--- src/hdl/b64c_pkg.sv ---
package b64c_pkg;

    // Most results that one item can cause: one data character plus a padded tail.
    localparam int MaxResults = 4;
    localparam int CountW     = $clog2(MaxResults + 1);
    localparam int PtrW       = $clog2(MaxResults);

    // ASCII codes used by the alphabet and the padding.
    localparam logic [7:0] CharUpperA = 8'h41;
    localparam logic [7:0] CharUpperZ = 8'h5A;
    localparam logic [7:0] CharLowerA = 8'h61;
    localparam logic [7:0] CharLowerZ = 8'h7A;
    localparam logic [7:0] CharZero   = 8'h30;
    localparam logic [7:0] CharNine   = 8'h39;
    localparam logic [7:0] CharPlus   = 8'h2B;
    localparam logic [7:0] CharSlash  = 8'h2F;
    localparam logic [7:0] CharPad    = 8'h3D;

    // Sextet boundaries of the alphabet ranges.
    localparam logic [5:0] FirstLower = 6'd26;
    localparam logic [5:0] FirstDigit = 6'd52;
    localparam logic [5:0] SextetPlus = 6'd62;
    localparam logic [5:0] SextetSlash = 6'd63;

    // Codec state shared by both directions.
    typedef struct packed {
        logic [1:0] pos;
        logic [7:0] carry;
        logic       err;
    } t_state;

    // One result item.
    typedef struct packed {
        logic       bad;
        logic [7:0] data;
    } t_result;

    // All results of one item, entry 0 first.
    typedef struct packed {
        t_result [MaxResults-1:0] res;
        logic [CountW-1:0]        count;
    } t_batch;

    // Decoded character: valid flag and 6-bit value.
    typedef struct packed {
        logic       valid;
        logic [5:0] value;
    } t_sextet;

    // Map a 6-bit value to its alphabet character.
    function automatic logic [7:0] enc_char(input logic [5:0] s);
        logic [7:0] w;
        w = {2'b00, s};
        if (s < FirstLower) begin
            return CharUpperA + w;
        end else if (s < FirstDigit) begin
            return CharLowerA + w - {2'b00, FirstLower};
        end else if (s < SextetPlus) begin
            return CharZero + w - {2'b00, FirstDigit};
        end else if (s == SextetPlus) begin
            return CharPlus;
        end else begin
            return CharSlash;
        end
    endfunction

    // Map a character to its 6-bit value; anything outside the alphabet is invalid.
    function automatic t_sextet dec_sextet(input logic [7:0] c);
        t_sextet r;
        r = '0;
        if (c >= CharUpperA && c <= CharUpperZ) begin
            r.valid = 1'b1;
            r.value = 6'(c - CharUpperA);
        end else if (c >= CharLowerA && c <= CharLowerZ) begin
            r.valid = 1'b1;
            r.value = 6'(c - CharLowerA) + FirstLower;
        end else if (c >= CharZero && c <= CharNine) begin
            r.valid = 1'b1;
            r.value = 6'(c - CharZero) + FirstDigit;
        end else if (c == CharPlus) begin
            r.valid = 1'b1;
            r.value = SextetPlus;
        end else if (c == CharSlash) begin
            r.valid = 1'b1;
            r.value = SextetSlash;
        end
        return r;
    endfunction

endpackage

--- src/hdl/b64c_step.sv ---
module b64c_step
    import b64c_pkg::*;
(
    input  t_state     i_state,
    input  logic       i_func,
    input  logic [7:0] i_byte,
    input  logic       i_last,
    output t_state     o_next,
    output t_batch     o_batch
);

    // Next state and all results of one item, from the registered item and state.
    always_comb begin
        logic [7:0] mix;
        t_sextet    sx;
        mix     = '0;
        sx      = '0;
        o_next  = i_state;
        o_batch = '0;
        if (!i_func) begin
            // Encode: one or two characters per byte, depending on group position.
            unique case (i_state.pos)
                2'd1: begin
                    mix = i_state.carry | {4'b0000, i_byte[7:4]};
                    o_batch.res[0] = {1'b0, enc_char(mix[5:0])};
                    o_batch.count  = CountW'(1);
                    o_next.pos     = 2'd2;
                    o_next.carry   = {2'b00, i_byte[3:0], 2'b00};
                end
                2'd2: begin
                    mix = i_state.carry | {6'b000000, i_byte[7:6]};
                    o_batch.res[0] = {1'b0, enc_char(mix[5:0])};
                    o_batch.res[1] = {1'b0, enc_char(i_byte[5:0])};
                    o_batch.count  = CountW'(2);
                    o_next.pos     = 2'd0;
                    o_next.carry   = '0;
                end
                default: begin
                    o_batch.res[0] = {1'b0, enc_char(i_byte[7:2])};
                    o_batch.count  = CountW'(1);
                    o_next.pos     = 2'd1;
                    o_next.carry   = {2'b00, i_byte[1:0], 4'b0000};
                end
            endcase
            // Flush a partial group with padding at the end of a message.
            if (i_last) begin
                if (o_next.pos == 2'd1) begin
                    o_batch.res[1] = {1'b0, enc_char(o_next.carry[5:0])};
                    o_batch.res[2] = {1'b0, CharPad};
                    o_batch.res[3] = {1'b0, CharPad};
                    o_batch.count  = CountW'(4);
                end else if (o_next.pos == 2'd2) begin
                    o_batch.res[1] = {1'b0, enc_char(o_next.carry[5:0])};
                    o_batch.res[2] = {1'b0, CharPad};
                    o_batch.count  = CountW'(3);
                end
            end
        end else if (!i_state.err) begin
            // Decode: padding at the second position of a group is an error.
            if (i_byte == CharPad) begin
                if (i_state.pos == 2'd1) begin
                    o_next.err     = 1'b1;
                    o_batch.res[0] = {1'b1, 8'h00};
                    o_batch.count  = CountW'(1);
                end
            end else begin
                sx = dec_sextet(i_byte);
                if (sx.valid) begin
                    unique case (i_state.pos)
                        2'd0: begin
                            o_next.carry = {sx.value, 2'b00};
                            o_next.pos   = 2'd1;
                        end
                        2'd1: begin
                            mix = i_state.carry | {6'b000000, sx.value[5:4]};
                            o_batch.res[0] = {1'b0, mix};
                            o_batch.count  = CountW'(1);
                            o_next.carry   = {sx.value[3:0], 4'b0000};
                            o_next.pos     = 2'd2;
                        end
                        2'd2: begin
                            mix = i_state.carry | {4'b0000, sx.value[5:2]};
                            o_batch.res[0] = {1'b0, mix};
                            o_batch.count  = CountW'(1);
                            o_next.carry   = {sx.value[1:0], 6'b000000};
                            o_next.pos     = 2'd3;
                        end
                        2'd3: begin
                            mix = i_state.carry | {2'b00, sx.value};
                            o_batch.res[0] = {1'b0, mix};
                            o_batch.count  = CountW'(1);
                            o_next.carry   = '0;
                            o_next.pos     = 2'd0;
                        end
                    endcase
                end
            end
        end
        // The end of a message clears the group state in both directions.
        if (i_last) begin
            o_next = '0;
        end
    end

endmodule

--- src/hdl/b64c_outbuf.sv ---
module b64c_outbuf
    import b64c_pkg::*;
(
    input  logic       i_clk,
    input  logic       i_rst_n,
    input  logic       i_load,
    input  t_batch     i_batch,
    input  logic       i_tready,
    output logic       o_free,
    output logic       o_tvalid,
    output logic [7:0] o_tdata,
    output logic       o_tuser,
    output logic       o_tlast
);

    t_result [MaxResults-1:0] r_res;
    logic [CountW-1:0]        r_count;
    logic [PtrW-1:0]          r_ptr;

    // A new batch may be loaded when the buffer is empty or its last item leaves now.
    assign o_free = (r_count == '0) || ((r_count == CountW'(1)) && i_tready);

    // Remaining count and read pointer.
    always_ff @(posedge i_clk) begin
        if (!i_rst_n) begin
            r_count <= '0;
            r_ptr   <= '0;
        end else if (i_load) begin
            r_count <= i_batch.count;
            r_ptr   <= '0;
        end else if ((r_count != '0) && i_tready) begin
            r_count <= r_count - CountW'(1);
            r_ptr   <= r_ptr + PtrW'(1);
        end
    end

    // Result payload.
    always_ff @(posedge i_clk) begin
        if (i_load) begin
            r_res <= i_batch.res;
        end
    end

    // Current result on the output side.
    assign o_tvalid = (r_count != '0);
    assign o_tdata  = r_res[r_ptr].data;
    assign o_tuser  = r_res[r_ptr].bad;
    assign o_tlast  = (r_count == CountW'(1));

endmodule

--- src/hdl/base64_stream_codec_top.sv ---
// Streaming Base64 codec with the standard alphabet and '=' padding. Each input item
// carries one byte in s_axis_tdata, the direction in s_axis_tuser (0 encode, 1 decode)
// and the end of a message in s_axis_tlast. Results leave one per cycle on the master
// side while m_axis_tready is high; m_axis_tuser flags misplaced padding in a decode and
// m_axis_tlast marks the last result of each input item. An item is registered, worked
// out combinationally and loaded into a four-entry result buffer once that buffer is
// free, so a result reaches the master side through the input register and then the
// buffer register. The output port sets the pace: an item's results hold the buffer
// until the last of them is taken, while the next item can already wait in the input
// register. Items that cause no result are never loaded into the buffer.
module base64_stream_codec_top
    import b64c_pkg::*;
(
    input  logic       i_clk,
    input  logic       i_rst_n,
    input  logic       s_axis_tvalid,
    output logic       s_axis_tready,
    input  logic [7:0] s_axis_tdata,   // [7:0] in_byte
    input  logic       s_axis_tuser,   // [0] func
    input  logic       s_axis_tlast,   // msg_last
    output logic       m_axis_tvalid,
    input  logic       m_axis_tready,
    output logic [7:0] m_axis_tdata,   // [7:0] out_byte
    output logic       m_axis_tuser,   // [0] bad_input
    output logic       m_axis_tlast    // run_last
);

    logic       r_in_valid;
    logic       r_in_func;
    logic [7:0] r_in_byte;
    logic       r_in_last;
    t_state     r_state;
    t_state     n_state;
    t_batch     step_batch;
    logic       buf_free;
    logic       consume;
    logic       load;

    // The registered item is used up once the result buffer can take its results.
    assign consume       = r_in_valid && buf_free;
    assign load          = consume && (step_batch.count != '0);
    assign s_axis_tready = !r_in_valid || consume;

    // Input register control and codec state.
    always_ff @(posedge i_clk) begin
        if (!i_rst_n) begin
            r_in_valid <= 1'b0;
            r_state    <= '0;
        end else begin
            if (s_axis_tready) begin
                r_in_valid <= s_axis_tvalid;
            end
            if (consume) begin
                r_state <= n_state;
            end
        end
    end

    // Input item payload.
    always_ff @(posedge i_clk) begin
        if (s_axis_tvalid && s_axis_tready) begin
            r_in_func <= s_axis_tuser;
            r_in_byte <= s_axis_tdata;
            r_in_last <= s_axis_tlast;
        end
    end

    // Combinational codec step.
    b64c_step u_step (
        .i_state (r_state),
        .i_func  (r_in_func),
        .i_byte  (r_in_byte),
        .i_last  (r_in_last),
        .o_next  (n_state),
        .o_batch (step_batch)
    );

    // Result buffer feeding the output side one item per cycle while m_axis_tready is high.
    b64c_outbuf u_outbuf (
        .i_clk    (i_clk),
        .i_rst_n  (i_rst_n),
        .i_load   (load),
        .i_batch  (step_batch),
        .i_tready (m_axis_tready),
        .o_free   (buf_free),
        .o_tvalid (m_axis_tvalid),
        .o_tdata  (m_axis_tdata),
        .o_tuser  (m_axis_tuser),
        .o_tlast  (m_axis_tlast)
    );

endmodule

--- config.mk ---
export PLATFORM = sky130hd
export DESIGN_NAME = base64_stream_codec_top
export DESIGN_NICKNAME = d
export VERILOG_FILES = /design/src/hdl/b64c_pkg.sv /design/src/hdl/b64c_step.sv /design/src/hdl/b64c_outbuf.sv /design/src/hdl/base64_stream_codec_top.sv
export SDC_FILE = /design/constraint.sdc
export NUM_CORES = 1
export LEC_CHECK = 0
export ABC_AREA = 1
export BUFFER_PORTS_ARGS = -buffer_cell sky130_fd_sc_hd__buf_2
export CORE_MARGIN = 2
export CORE_UTILIZATION = 45
export DETAILED_ROUTE_END_ITERATION = 8
export PLACE_DENSITY = 0.59
export SYNTH_ARGS = -nofsm -noshare
export SYNTH_HDL_FRONTEND = slang
export SYNTH_SLANG_ARGS = --single-unit
--- constraint.sdc ---
create_clock -name i_clk -period 3.1 [get_ports i_clk]
set_input_delay 0.31 -clock i_clk [delete_from_list [all_inputs] [get_ports i_clk]]
set_output_delay 0.31 -clock i_clk [all_outputs]
set_load 0.005 [all_outputs]
==> impl_results.md <==
* Outcome: complete, no violations
* Clk root buf: clkbuf_8
* Vias at 5359
* Placed cell count at 942
* FF-to-FF Start: r_in_byte[2]
* Fill cells at 1104
* Number of global-route vias before repair at 5075
* Routed WL at 16100 um
* Fraction of layout cells with a size suffix above 1 at 0.126
* Final-report setup violation count at 0
* First-pass GRT wire length at between 20000 and 30000 um
* Cts hold-fix bufs at 0
* Cell Count, Final, Fillers Out at 950
* RSZ-0062 raised after global routing: no
* Clk slew on worst S/H paths at 90 ps
* Crit path launch type: flop
* Yosys reg bits at 44
* Residual DRC count at 0
* # rows at 38
* Wire per inst at 17.0 um
* Placed cell areas at about 5500 sq um
* Die Wd at ~110 um
* Count leader, synth: nand2_1
* Initial Utilization at 0.464
* Post-DRT Antenna Nets at 0
* Most instantiated cells after synthesis: nand2_1 (206), inv_1 (86), nand3_1 (68), o21ai_0 (60), nor2_1 (59)
* Worst-case clock skew at between 10 and 15 ps
* R2R setup slack at between 300 and 400 ps
* Register area share after synthesis at 0.232
* Post-route cell area at approximately 5500 sq um
* Synth area leaders: edfxtp_1 (17%), nand2_1 (15%), ha_1 (12%), nand3_1 (6.7%), inv_1 (6.4%)
* Worst-Margin Slew at 674 ps
* MaxCap Viol Count at 0
* Tcrit/Tclk final at 0.889
* Clock share of power at 0.129
* Post-synth top flop: edfxtp_1
* Largest net degree at the start of global routing at 20
* Die Height at 110 um
* Syn Area/Cell at 6.57 sq um
* Die area at 12100 sq um
* Hold EP: r_in_byte[6]
* Clk sink count at 44
* EDFF count, synth at 29
* Worst skew pair latency at about 320 ps
* Worst Hold Class: input port to flop
* Max rail drop VDD at 0.345 mV
* Vias/cell at 5.64
* Crit path arrival time at 2710 ps
* Worst reg-to-reg path cell count at 15
* H-tree lvl count at 2
* PostCTS Resize Cnt at 0
* Io pins at 26
* Total gr overflow at 0
* Leakage at 2.54 nW
* Cts bufs inserted at 5
* Post-synth ARST share at 0
* Nets at a little under 900
* Total Power at about 3 mW
* Max Buffers Root-to-Sink at 2
* WP data required at approximately 3000 ps
* Most area-hungry cell type in the Yosys netlist: edfxtp_1
* Gr usage total at 0.279
* Hold Fails Final Rpt at 0
* Headroom to the max-slew limit at 0.545
* Final min period at 2760 ps
* Switching portion of total power at 0.497
* Pwr/cell area at 528 nW/um^2
* Distinct cell type count after synthesis at 47
* CP Max Fanout at 19
* Number of diodes at 0
* Core box area at 10900 sq um
* Setup TNS at 0 ps
* Power share of the combinational group at 0.588
* Layout area overhead at 9.58%
* Worst Setup End Kind: flop
* Pint at 1.47 mW
* Hpwl dp at 13000 um
* Hold Path Origin: s_axis_tdata[6]
* Net Switching at 1.46 mW
* Final slew viol count at 0
* Router iterations before antenna repair at 5
* Syn Std Cell Area at 5060 sq um
* Post-synthesis instance total at a little under 800
* Synth Warn # at 0
* Final Wtd Congestion at around 1.1
* Initial DRC count at between 400 and 500
* Postcts setup bufs at 0
* Hold Path Depth at 1
* CTS tree: yes
* Final Util at 0.509
* Critical path class: flop to flop
* Initial antenna violation count at 0
* Syn nets at between 800 and 900
* Sequential power share at 0.283
* Synth top area share at 0.172
* Highest Clock Rate at between 300 and 400 MHz
* IO Port Bufs at 25
* Reg-to-Reg End: u_outbuf.r_res[15]
## critical path, cell delays in order, from the launching register on
cell and delay, ps:
edfxtp_1 490, inv_4 110, ha_1 310, nand2_1 130, nand2_2 70, nand2_1 60
nand2_1 60, nand2_2 120, nand2_4 60, nand2_2 90, clkinv_2 60, nand2_2 70
nand2_4 70, nand3_4 90, nand2_4 80, inv_1 500
## logic make-up (layout without fill, tap and decap cells)
kind of cell    after synthesis  after routing  synth area share
compound gates              157            157             0.185
xor+xnor                     24             24            0.0416
fa+ha+maj                    47             47             0.116
buf+inv                     122            162            0.0995
flops                        44             44             0.232
simple gates                376            376             0.326
## registers in the layout, summed over array words and instances (netlist names)
register          count
r_in_valid            1
u_outbuf.r_res       19
u_outbuf.r_count      3
u_outbuf.r_ptr        2
r_state               9
r_in_byte             8
r_in_func             1
r_in_last             1
## through the flow
stage | worst slack [ps] | hold WS [ps]
finish | 343 | 151
global route | 11.8 | 147
CTS | 358 | 139
detailed placement | 389 | 472
global placement | 425 | 465
floorplan | 435 | 408
## worst max path at each step
stage	depth (start not counted)	slack, ps	end	from
final	15	340	u_outbuf.r_res[15]	r_in_byte[2]
after CTS	15	360	u_outbuf.r_res[13]	r_in_byte[2]
after detailed placement	14	390	u_outbuf.r_res[13]	r_in_byte[3]
after floorplan	17	440	u_outbuf.r_res[0]	r_in_byte[5]
after global routing	9	10	u_outbuf.r_res[11]	r_in_byte[4]
after global placement	9	420	u_outbuf.r_res[13]	r_in_byte[4]
## cell type report
type / count / area [sq um] / area share
Clock inverter: 3 / 18.8 / 0.00339
Multi-Input combinational cell: 604 / 3380 / 0.610
Inverter: 100 / 382 / 0.0689
Timing Repair Buffer: 54 / 343 / 0.0619
Tap cell: 140 / 175 / 0.0316
Sequential cell: 44 / 1170 / 0.211
Clock buffer: 5 / 68.8 / 0.0124
## power groups by stage
| stage | registers (mW) | logic, mW | clock network [mW] |
|---|---|---|---|
| after floorplan | 0.804 | 1.20 | 0 |
| after global placement | 0.840 | 1.68 | 0 |
| after detailed placement | 0.842 | 1.69 | 0 |
| after CTS | 0.828 | 1.69 | 0.392 |
| after global routing | 0.840 | 1.92 | 0.411 |
| final | 0.827 | 1.72 | 0.379 |
## per-layer routing
layer,track usage,share of wire
met3,0.0341,0.052
met1,0.357,0.44
met2,0.474,0.47
met4,0.119,0.042
met5,0,0
## cells in the final DEF (no fill, tap or decap), types with 3 or more instances in the layout
cell type | netlist | routed
clkinv_1 | 6 | 6
dfxtp_1 | 15 | 15
nor2_1 | 59 | 59
nand2_2 | 8 | 8
o21ai_0 | 60 | 60
a21oi_2 | 4 | 4
a31oi_1 | 4 | 4
nand2_1 | 206 | 206
nand4_1 | 13 | 13
o31ai_1 | 4 | 4
clkinv_2 | 1 | 3
a21oi_1 | 45 | 45
buf_2 | 7 | 25
xor2_1 | 22 | 22
nor2_2 | 6 | 6
inv_2 | 5 | 5
edfxtp_1 | 29 | 29
buf_4 | 4 | 29
o22ai_1 | 3 | 3
nor3_1 | 4 | 4
nand2_4 | 3 | 3
inv_1 | 86 | 86
clkbuf_8 | 0 | 5
o211ai_1 | 20 | 20
ha_1 | 47 | 47
nand3_1 | 68 | 68
Note: power is estimated with default switching activity, not from simulation.
